==> src/shmc_pkg.sv <==
// Shared types and constants for the stepper home-and-move controller.
// Holds the transfer payload structs, the configuration struct, and the codes.
// No dependencies.
package shmc_pkg;

  // Default widths of the position counter and the phase timer.
  localparam int unsigned PositionBitsDef = 24;
  localparam int unsigned TimerBitsDef    = 20;

  // Configuration port widths.
  localparam int unsigned CfgIdxW  = 3;
  localparam int unsigned CfgDataW = 20;

  // Configuration register indexes.
  typedef enum logic [CfgIdxW-1:0] {
    CFG_PULSE_HIGH   = 3'd0,
    CFG_HOME_LOW     = 3'd1,
    CFG_RUN_LOW      = 3'd2,
    CFG_CLEAR_WINDOW = 3'd3,
    CFG_ACTIVE_LOW   = 3'd4,
    CFG_HOME_FWD     = 3'd5
  } cfg_idx_e;

  // Command codes carried in the action field.
  localparam logic [1:0] ActTick = 2'd0;
  localparam logic [1:0] ActHome = 2'd1;
  localparam logic [1:0] ActMove = 2'd2;

  // Controller mode, one-hot.
  typedef enum logic [3:0] {
    MODE_IDLE   = 4'b0001,
    MODE_HOMING = 4'b0010,
    MODE_MOVING = 4'b0100,
    MODE_FAULT  = 4'b1000
  } mode_e;

  // Configuration registers.
  typedef struct packed {
    logic [7:0]  pulse_high_ticks;
    logic [19:0] home_low_ticks;
    logic [19:0] run_low_ticks;
    logic [15:0] clear_window_steps;
    logic        endstop_invert;
    logic        home_forward;
  } cfg_t;

  // Reset values of the configuration registers.
  localparam cfg_t CfgReset = '{
    pulse_high_ticks:   8'd5,
    home_low_ticks:     20'd1495,
    run_low_ticks:      20'd245,
    clear_window_steps: 16'd222,
    endstop_invert:     1'b0,
    home_forward:       1'b0
  };

  // One input tick.
  typedef struct packed {
    logic [1:0]         action;
    logic signed [23:0] target_position;
    logic               endstop_level;
  } in_t;

  // One result per tick.
  typedef struct packed {
    logic               step_out;
    logic               dir_out;
    logic               driver_disable;
    logic               busy_res;
    logic               fault;
    logic signed [23:0] position;
  } out_t;

endpackage

==> src/stepper_home_and_move_controller.sv <==
// Top level of the step/direction stepper controller with homing and fault check.
// Holds the input register, controller state, configuration and result register.
// Depends on shmc_pkg and shmc_step.
//
//   channel   signals                          direction  moves per transfer
//   input     in_valid_i, in_stall_o, in_data_i   in      one tick (in_t)
//   output    out_valid_o, out_stall_i, out_data_o out    one result (out_t)
//   config    cfg_we_i, cfg_idx_i, cfg_wdata_i    in      one register write
//
// One tick is accepted per cycle while in_stall_o is low; the tick is held in the input
// register, and its result then in the output register, before it reaches the output.
// The tick is first registered, then the state update and result are computed in
// one pass and loaded into the output register together.
// Reset clears the state and loads the configuration defaults; no clearing pass.
// A stall on the output holds the result register, then the input register.
module stepper_home_and_move_controller #(
  parameter int unsigned POSITION_BITS = shmc_pkg::PositionBitsDef,
  parameter int unsigned TIMER_BITS    = shmc_pkg::TimerBitsDef
) (
  input  logic                            clk_i,
  input  logic                            rst_ni,
  input  logic                            in_valid_i,
  output logic                            in_stall_o,
  input  shmc_pkg::in_t                   in_data_i,
  output logic                            out_valid_o,
  input  logic                            out_stall_i,
  output shmc_pkg::out_t                  out_data_o,
  input  logic                            cfg_we_i,
  input  logic [shmc_pkg::CfgIdxW-1:0]    cfg_idx_i,
  input  logic [shmc_pkg::CfgDataW-1:0]   cfg_wdata_i
);

  shmc_pkg::cfg_t           cfg_q;
  logic                     s1_valid_q;
  shmc_pkg::in_t            s1_item_q;
  logic                     out_valid_q;
  shmc_pkg::out_t           out_data_q;
  logic                     out_ready;
  logic                     in_ready;
  logic                     adv;

  shmc_pkg::mode_e          mode_q, mode_d;
  logic                     high_q, high_d;
  logic [TIMER_BITS-1:0]    timer_q, timer_d;
  logic [POSITION_BITS-1:0] pos_q, pos_d;
  logic [POSITION_BITS-1:0] tgt_q, tgt_d;
  logic                     dir_q, dir_d;
  logic                     armed_q, armed_d;
  logic [15:0]              dl_q, dl_d;
  shmc_pkg::out_t           res;

  // Handshake: the output register frees up when empty or taken this cycle.
  assign out_ready   = !out_valid_q || !out_stall_i;
  assign in_ready    = !s1_valid_q || out_ready;
  assign adv         = s1_valid_q && out_ready;
  assign in_stall_o  = !in_ready;
  assign out_valid_o = out_valid_q;
  assign out_data_o  = out_data_q;

  // Configuration registers.
  always_ff @(posedge clk_i or negedge rst_ni) begin
    if (!rst_ni) begin
      cfg_q <= shmc_pkg::CfgReset;
    end else if (cfg_we_i) begin
      unique case (cfg_idx_i)
        shmc_pkg::CFG_PULSE_HIGH:   cfg_q.pulse_high_ticks   <= cfg_wdata_i[7:0];
        shmc_pkg::CFG_HOME_LOW:     cfg_q.home_low_ticks     <= cfg_wdata_i[19:0];
        shmc_pkg::CFG_RUN_LOW:      cfg_q.run_low_ticks      <= cfg_wdata_i[19:0];
        shmc_pkg::CFG_CLEAR_WINDOW: cfg_q.clear_window_steps <= cfg_wdata_i[15:0];
        shmc_pkg::CFG_ACTIVE_LOW:   cfg_q.endstop_invert     <= cfg_wdata_i[0];
        shmc_pkg::CFG_HOME_FWD:     cfg_q.home_forward       <= cfg_wdata_i[0];
        default: begin
        end
      endcase
    end
  end

  // Input register valid bit.
  always_ff @(posedge clk_i or negedge rst_ni) begin
    if (!rst_ni) begin
      s1_valid_q <= 1'b0;
    end else if (in_ready) begin
      s1_valid_q <= in_valid_i;
    end
  end

  // Input register payload.
  always_ff @(posedge clk_i) begin
    if (in_ready && in_valid_i) begin
      s1_item_q <= in_data_i;
    end
  end

  // Per-tick state update.
  shmc_step #(
    .POSITION_BITS(POSITION_BITS),
    .TIMER_BITS   (TIMER_BITS)
  ) u_step (
    .cfg_i     (cfg_q),
    .item_i    (s1_item_q),
    .mode_i    (mode_q),
    .high_i    (high_q),
    .timer_i   (timer_q),
    .pos_i     (pos_q),
    .tgt_i     (tgt_q),
    .dir_i     (dir_q),
    .armed_i   (armed_q),
    .deadline_i(dl_q),
    .mode_o    (mode_d),
    .high_o    (high_d),
    .timer_o   (timer_d),
    .pos_o     (pos_d),
    .tgt_o     (tgt_d),
    .dir_o     (dir_d),
    .armed_o   (armed_d),
    .deadline_o(dl_d),
    .res_o     (res)
  );

  // Controller state advances once per tick moved into the output register.
  always_ff @(posedge clk_i or negedge rst_ni) begin
    if (!rst_ni) begin
      mode_q  <= shmc_pkg::MODE_IDLE;
      high_q  <= 1'b0;
      timer_q <= '0;
      pos_q   <= '0;
      tgt_q   <= '0;
      dir_q   <= 1'b0;
      armed_q <= 1'b0;
      dl_q    <= '0;
    end else if (adv) begin
      mode_q  <= mode_d;
      high_q  <= high_d;
      timer_q <= timer_d;
      pos_q   <= pos_d;
      tgt_q   <= tgt_d;
      dir_q   <= dir_d;
      armed_q <= armed_d;
      dl_q    <= dl_d;
    end
  end

  // Output register valid bit.
  always_ff @(posedge clk_i or negedge rst_ni) begin
    if (!rst_ni) begin
      out_valid_q <= 1'b0;
    end else if (out_ready) begin
      out_valid_q <= s1_valid_q;
    end
  end

  // Output register payload.
  always_ff @(posedge clk_i) begin
    if (adv) begin
      out_data_q <= res;
    end
  end

endmodule

==> src/shmc_step.sv <==
// Next-state and result logic for one tick of the stepper controller.
// Purely combinational; the top level holds all registers.
// Depends on shmc_pkg.
module shmc_step #(
  parameter int unsigned POSITION_BITS = shmc_pkg::PositionBitsDef,
  parameter int unsigned TIMER_BITS    = shmc_pkg::TimerBitsDef
) (
  input  shmc_pkg::cfg_t           cfg_i,
  input  shmc_pkg::in_t            item_i,
  input  shmc_pkg::mode_e          mode_i,
  input  logic                     high_i,
  input  logic [TIMER_BITS-1:0]    timer_i,
  input  logic [POSITION_BITS-1:0] pos_i,
  input  logic [POSITION_BITS-1:0] tgt_i,
  input  logic                     dir_i,
  input  logic                     armed_i,
  input  logic [15:0]              deadline_i,
  output shmc_pkg::mode_e          mode_o,
  output logic                     high_o,
  output logic [TIMER_BITS-1:0]    timer_o,
  output logic [POSITION_BITS-1:0] pos_o,
  output logic [POSITION_BITS-1:0] tgt_o,
  output logic                     dir_o,
  output logic                     armed_o,
  output logic [15:0]              deadline_o,
  output shmc_pkg::out_t           res_o
);

  localparam int unsigned CmpW = POSITION_BITS + 17;

  logic                        active;
  logic [POSITION_BITS-1:0]    cmd_tgt;
  logic [TIMER_BITS-1:0]       high_lim;
  logic [TIMER_BITS-1:0]       low_lim;
  logic [POSITION_BITS-1:0]    pos_step;
  logic signed [CmpW-1:0]      pos_ext;
  logic signed [CmpW-1:0]      dl_ext;
  logic                        past_deadline;
  logic                        bnd;
  shmc_pkg::mode_e             mode_m;

  // Endstop polarity, command target at position width, and phase limits.
  assign active   = item_i.endstop_level ^ cfg_i.endstop_invert;
  assign cmd_tgt  = POSITION_BITS'(item_i.target_position);
  assign high_lim = TIMER_BITS'(cfg_i.pulse_high_ticks);
  assign low_lim  = (mode_i == shmc_pkg::MODE_HOMING) ? TIMER_BITS'(cfg_i.home_low_ticks)
                                                      : TIMER_BITS'(cfg_i.run_low_ticks);

  // Position after one step, and the signed compare against the clear window.
  assign pos_step      = pos_i + (dir_i ? POSITION_BITS'(1) : {POSITION_BITS{1'b1}});
  assign pos_ext       = CmpW'($signed(pos_step));
  assign dl_ext        = CmpW'(deadline_i);
  assign past_deadline = (pos_ext >= dl_ext);

  // Tick update: command start or pulse timing, then the step-boundary decision.
  always_comb begin
    mode_m     = mode_i;
    high_o     = high_i;
    timer_o    = timer_i;
    pos_o      = pos_i;
    tgt_o      = tgt_i;
    dir_o      = dir_i;
    armed_o    = armed_i;
    deadline_o = deadline_i;
    bnd        = 1'b0;

    unique case (mode_i)
      shmc_pkg::MODE_IDLE: begin
        if (item_i.action == shmc_pkg::ActHome) begin
          mode_m  = shmc_pkg::MODE_HOMING;
          dir_o   = cfg_i.home_forward;
          armed_o = 1'b0;
          bnd     = 1'b1;
        end else if (item_i.action == shmc_pkg::ActMove) begin
          tgt_o = cmd_tgt;
          if (cmd_tgt != pos_i) begin
            dir_o      = $signed(cmd_tgt) > $signed(pos_i);
            armed_o    = ($signed(cmd_tgt) > $signed(pos_i)) && (pos_i == '0) && active;
            deadline_o = cfg_i.clear_window_steps;
            mode_m     = shmc_pkg::MODE_MOVING;
            bnd        = 1'b1;
          end
        end
      end
      shmc_pkg::MODE_HOMING, shmc_pkg::MODE_MOVING: begin
        if (high_i) begin
          if (timer_i >= high_lim) begin
            high_o  = 1'b0;
            timer_o = TIMER_BITS'(1);
          end else begin
            timer_o = timer_i + TIMER_BITS'(1);
          end
        end else if (timer_i >= low_lim) begin
          pos_o   = pos_step;
          timer_o = '0;
          if ((mode_i == shmc_pkg::MODE_MOVING) && armed_i) begin
            if (!active) begin
              armed_o = 1'b0;
            end else if (past_deadline) begin
              mode_m  = shmc_pkg::MODE_FAULT;
              armed_o = 1'b0;
            end
          end
          bnd = (mode_m != shmc_pkg::MODE_FAULT);
        end else begin
          timer_o = timer_i + TIMER_BITS'(1);
        end
      end
      default: begin
        // Fault holds everything until reset.
      end
    endcase

    // Step boundary: finish the operation or start the next pulse.
    mode_o = mode_m;
    if (bnd) begin
      if (mode_m == shmc_pkg::MODE_HOMING) begin
        if (active) begin
          pos_o  = '0;
          mode_o = shmc_pkg::MODE_IDLE;
        end else begin
          high_o  = 1'b1;
          timer_o = TIMER_BITS'(1);
        end
      end else if (mode_m == shmc_pkg::MODE_MOVING) begin
        if (pos_o == tgt_o) begin
          mode_o  = shmc_pkg::MODE_IDLE;
          armed_o = 1'b0;
        end else begin
          high_o  = 1'b1;
          timer_o = TIMER_BITS'(1);
        end
      end
    end
  end

  // Result fields from the updated state.
  always_comb begin
    res_o.step_out       = high_o;
    res_o.dir_out        = dir_o;
    res_o.driver_disable = (mode_o == shmc_pkg::MODE_FAULT);
    res_o.busy_res       = (mode_o == shmc_pkg::MODE_HOMING) ||
                           (mode_o == shmc_pkg::MODE_MOVING);
    res_o.fault          = (mode_o == shmc_pkg::MODE_FAULT);
    res_o.position       = 24'($signed(pos_o));
  end

endmodule

==> config.mk <==
export PLATFORM = sky130hd
export DESIGN_NAME = stepper_home_and_move_controller
export DESIGN_NICKNAME = d
export VERILOG_FILES = /design/src/shmc_pkg.sv /design/src/stepper_home_and_move_controller.sv /design/src/shmc_step.sv
export SDC_FILE = /design/constraint.sdc
export NUM_CORES = 1
export LEC_CHECK = 0
export BUFFER_PORTS_ARGS = -buffer_cell sky130_fd_sc_hd__buf_4
export CAP_MARGIN = 0
export CORE_UTILIZATION = 60
export DETAILED_ROUTE_END_ITERATION = 16
export PLACE_DENSITY = 0.79
export SLEW_MARGIN = 25
export SYNTH_ARGS = -nofsm -noshare
export SYNTH_HDL_FRONTEND = slang
export SYNTH_HIERARCHICAL = 1
export SYNTH_SLANG_ARGS = --single-unit
export TNS_END_PERCENT = 5
==> constraint.sdc <==
create_clock -name clk_i -period 7.5 [get_ports clk_i]
set_clock_uncertainty 0.15 [all_clocks]
set_input_delay 0.375 -clock clk_i [delete_from_list [all_inputs] [get_ports clk_i]]
set_output_delay 0.375 -clock clk_i [all_outputs]
set_load 0.01 [all_outputs]
==> impl_summary.log <==
INFO  metric status = completed
INFO  metric synthDistinctLibCells = 84
INFO  metric core-area = 0.0226 mm²
INFO  metric critPathArrivalTime = roughly 6.7 ns
INFO  metric setup_tns = 0 ns
INFO  metric root_buffer = clkbuf_16
INFO  metric numClockSinks = approximately 220
INFO  metric routed_wire_length_per_instance = between 20 and 25 µm
INFO  metric synthesis.nets = 1,479
INFO  metric worst_r2r_endpoint = timer_q[0]
INFO  metric syn-instance-count = 1,332
INFO  metric die_width = 154 µm
INFO  metric worstPathRequired = 7.75 ns
INFO  metric placed_cells = 1,642
INFO  metric crit_family = simple AND/OR/NAND/NOR gates
INFO  metric r2r_setup_slack = 1.02 ns
INFO  metric max_cap_viols = 0
INFO  metric detail_route.wirelength = 40.6 mm
INFO  metric r2r.worst_path.cells = 19
INFO  metric fp.dieH = 154 µm
INFO  metric hold_path.startpoint = cfg_wdata_i[5]
INFO  metric detailedRoute.firstIterationViolations = 1,259
INFO  metric power.leakage = 7.17 nW
INFO  metric syn_area_per_cell = 10.4 µm²
INFO  metric end_kind = register
INFO  metric hold-path-endpoint = cfg_q[63]
INFO  metric setup_violations = 0
INFO  metric std_cell_rows = 55
INFO  metric critical_path.reg2reg.startpoint = mode_q[3]
INFO  metric htree_num_levels = 1
INFO  metric die_area = about 0.024 mm²
INFO  metric drive_above_1_share = 24.3%
INFO  metric fill_cells = 1,642
INFO  metric tritoncts = yes
INFO  metric fin_util = 70.1%
INFO  metric hold-path-cell-count = 2
INFO  metric timing.hold.worst.class = in -> reg
INFO  metric drt-vias-per-instance = approximately 6.5
INFO  metric route.detailed.drc = 0
INFO  metric tritoncts.num_buffers = 24
INFO  metric antenna_violations_before_repair = 0
INFO  metric total_congestion_overflow = 0
INFO  metric postCtsSetupRepairBufs = 0
INFO  metric p_per_area = 186 mW/mm²
INFO  metric cp.buffers_inverters = 3
INFO  metric report.final.slew_viol_count = 0
INFO  metric antenna_left = 0
INFO  metric clk-insertion-delay-late = between 0.5 and 0.6 ns
INFO  metric starting_density = 61.1%
INFO  metric timing.critical_path.from_type = register
INFO  metric grt_max_degree = 98
INFO  metric worst_ir_drop_vdd = 0.000224 V
INFO  metric worst-setup-path-type = reg -> reg
INFO  metric final_weighted_congestion_of_routability_driven_global_placement = slightly below 1
INFO  metric timing.final.crit_period = 6.48 ns
INFO  metric reg_clk_slew_reported_paths = 0.06 ns
INFO  metric maxClockFrequency = between 0.15 and 0.2 GHz
INFO  metric seq_area_frac_synth = 41.1%
INFO  metric grt_first_pass_wirelength = ~62 mm
INFO  metric final_min_period_over_clock_period = 86.5%
INFO  metric synth-warning-count = 6
INFO  metric finish.cell_count_without_fillers = 1,735
INFO  metric detailed_place_hpwl = 29.2 mm
INFO  metric crit_path_max_fanout = 33
INFO  metric synth_seq_cells = 215
INFO  metric design.final.nets = 1,579
INFO  metric clk_path_buf_depth = 3
INFO  metric route.vias.total = between 10,000 and 15,000
INFO  metric seq_area = 0.00569 mm²
INFO  metric timing.final.hold_violations = 0
INFO  metric grt.total_usage = 34.6%
INFO  metric numPortBuffers = 85
INFO  metric ys_async_sr_fraction = 74.0%
INFO  metric via_count_of_the_first_global_routing_pass = 10,900
INFO  metric relSlewSlack = 29.8%
INFO  metric tightest_slew = 1.05 ns
INFO  metric crit_top_cell = buf_4
INFO  metric area_occupied_by_multi_input_gates = 0.00741 mm²
INFO  metric count_of_tritonroute_iterations_in_the_first_routing_pass = 8
INFO  metric synth.cell_area = 0.0138 mm²
INFO  metric timing.critical_path.cells = nor2_1 > and2_1 > buf_4 > mux2i_1 > ha_1 > a21oi_1 > nand3_1 > nor3_1 > a31oi_2 > nand2_1 > buf_4 > nor3_1 > a2111o_1 > or4_1 > nor4_4 > a21oi_2 > buf_4 > a211o_1 > mux2_2
INFO  metric setup_repair_after_global_routing_missed_its_margin = no
INFO  metric number_of_enable_flip_flop_cells_after_synthesis = 56
INFO  metric synth_top_flop_cell = dfrtp_1
INFO  metric critical_path.slowest_cell = and2_1
INFO  metric cp_max_stage_delay = 0.75 ns
INFO  metric synthToLayoutAreaGrowth = 14.7%
INFO  metric antenna-diode-count = 0
INFO  metric io-pin-count = 86
[routing by layer]
layer / global-route usage, % / wire (µm) / up-vias
li1: - / - / 5089
met1: 49.6 / 17300 / 5542
met2: 55.1 / 18600 / 572
met3: 4.90 / 3500 / 79
met4: 9.10 / 1140 / 0
met5: 0 / 0 / -
[logic make-up (layout without fill, tap and decap cells)]
family,count (synthesis),after routing,share of synthesized area [%]
simple gates,340,340,12.7
buf+inv,158,276,5.47
fa+ha+maj,92,92,8.37
flops,215,215,41.1
compound gates,287,287,13.4
mux,200,200,16.2
xor+xnor,40,40,2.73
[cells in the mapped netlist (4+ instances only)]
cell type	n	share of area, %
ha_1	91	8.2
buf_2	5	0.18
nor2b_1	10	0.45
o22ai_1	5	0.23
clkbuf_1	32	0.87
and3_1	14	0.63
nand3_1	26	0.94
a22oi_1	4	0.22
and4_1	5	0.32
nand2b_1	12	0.54
a222oi_1	4	0.29
buf_4	38	2.1
a211oi_1	13	0.71
or3_1	4	0.18
xnor2_1	28	1.8
a21boi_0	4	0.22
a211o_1	4	0.25
nand4_1	29	1.3
dfrtp_1	136	25
mux2_2	164	13
inv_1	79	2.1
dfstp_2	23	4.4
o211ai_1	11	0.60
or4_1	5	0.27
and2_1	8	0.36
edfxtp_1	56	12
mux2i_1	33	2.4
nor4_1	11	0.50
nand2_1	111	3.0
a31oi_1	9	0.41
nor3_1	26	0.94
xor2_1	10	0.63
o21a_1	11	0.60
a21o_1	18	0.98
nor2_1	59	1.6
o21ai_0	63	2.3
a21oi_1	92	3.3
[flip-flops by register name, indices dropped and copies added (netlist names)]
register     flops
s1_item_q       27
out_valid_o      1
out_data_o      29
mode_q           4
cfg_q           66
armed_q          1
dl_q            16
s1_valid_q       1
dir_q            1
pos_q           24
timer_q         20
tgt_q           24
high_q           1
[worst register-to-register path, cell delays in order, from the launching register on]
cell,delay (ns)
dfrtp_1,0.46
nor2_1,0.31
and2_1,0.75
buf_4,0.29
mux2i_1,0.19
ha_1,0.29
a21oi_1,0.16
nand3_1,0.13
nor3_1,0.51
a31oi_2,0.39
nand2_1,0.18
buf_4,0.39
nor3_1,0.08
a2111o_1,0.42
or4_1,0.58
nor4_4,0.26
a21oi_2,0.09
buf_4,0.21
a211o_1,0.28
mux2_2,0.26
[power by group]
group / internal, mW / total [mW] / switching [mW]
Combinational: 0.168 / 0.319 / 0.151
Sequential: 1.32 / 1.38 / 0.0562
Clock: 0.765 / 1.26 / 0.493
Total: 2.26 / 2.96 / 0.700
[timing repair]
action / CTS / global route
hold endpoints to repair: 162 / 0
gates resized for setup: 0 / 0
hold buffers: 49 / 0
setup endpoints to repair: 0 / 0
[area by class of cell]
cell class                      instances  area share [%]
Sequential cell                       215            35.8
Clock buffer                           31            4.41
Multi-Input combinational cell        959            46.6
Tap cell                              285            2.25
Inverter                               79            1.87
Timing Repair Buffer                  153            8.05
Clock inverter                         13           0.954
[placed cells by master (no fill, tap or decap), drive strengths merged, types with 28 or more instances in the layout]
cell and instances:
a21oi 93, xnor2 28, mux2 164, dfrtp 136
o21ai 65, ha 91, inv 85, clkbuf 31
edfxtp 56, mux2i 36, dlygate4sd3 49, nand2 112
buf 104, nand4 29, nor2 59
[stage by stage]
| step | setup slack, ns | instance area (µm²) | hold WS (ns) | power, mW |
|---|---|---|---|---|
| after floorplan | 2.08 | 13800 | -0.0706 | 1.57 |
| after global placement | 1.22 | 14500 | 0.317 | 1.67 |
| after detailed placement | 1.24 | 14500 | 0.334 | 1.69 |
| after CTS | 1.20 | 15900 | 0.000727 | 2.97 |
| after global routing | 0.906 | 15900 | 0.00747 | 3.06 |
| final | 1.02 | 15900 | 0.0180 | 2.96 |
[worst max-delay path by stage]
stage / startpoint / endpoint / slack, ns / depth (start not counted)
2_1_floorplan: mode_q[3] / timer_q[0] / 2.08 / 18
3_5_place_dp: mode_q[3] / timer_q[0] / 1.24 / 19
6_report: mode_q[3] / timer_q[0] / 1.02 / 19
5_1_grt: mode_q[3] / timer_q[0] / 0.91 / 19
4_1_cts: mode_q[3] / timer_q[0] / 1.20 / 17
3_3_place_gp: mode_q[3] / timer_q[0] / 1.22 / 18
(Power assumes the default switching activity.)
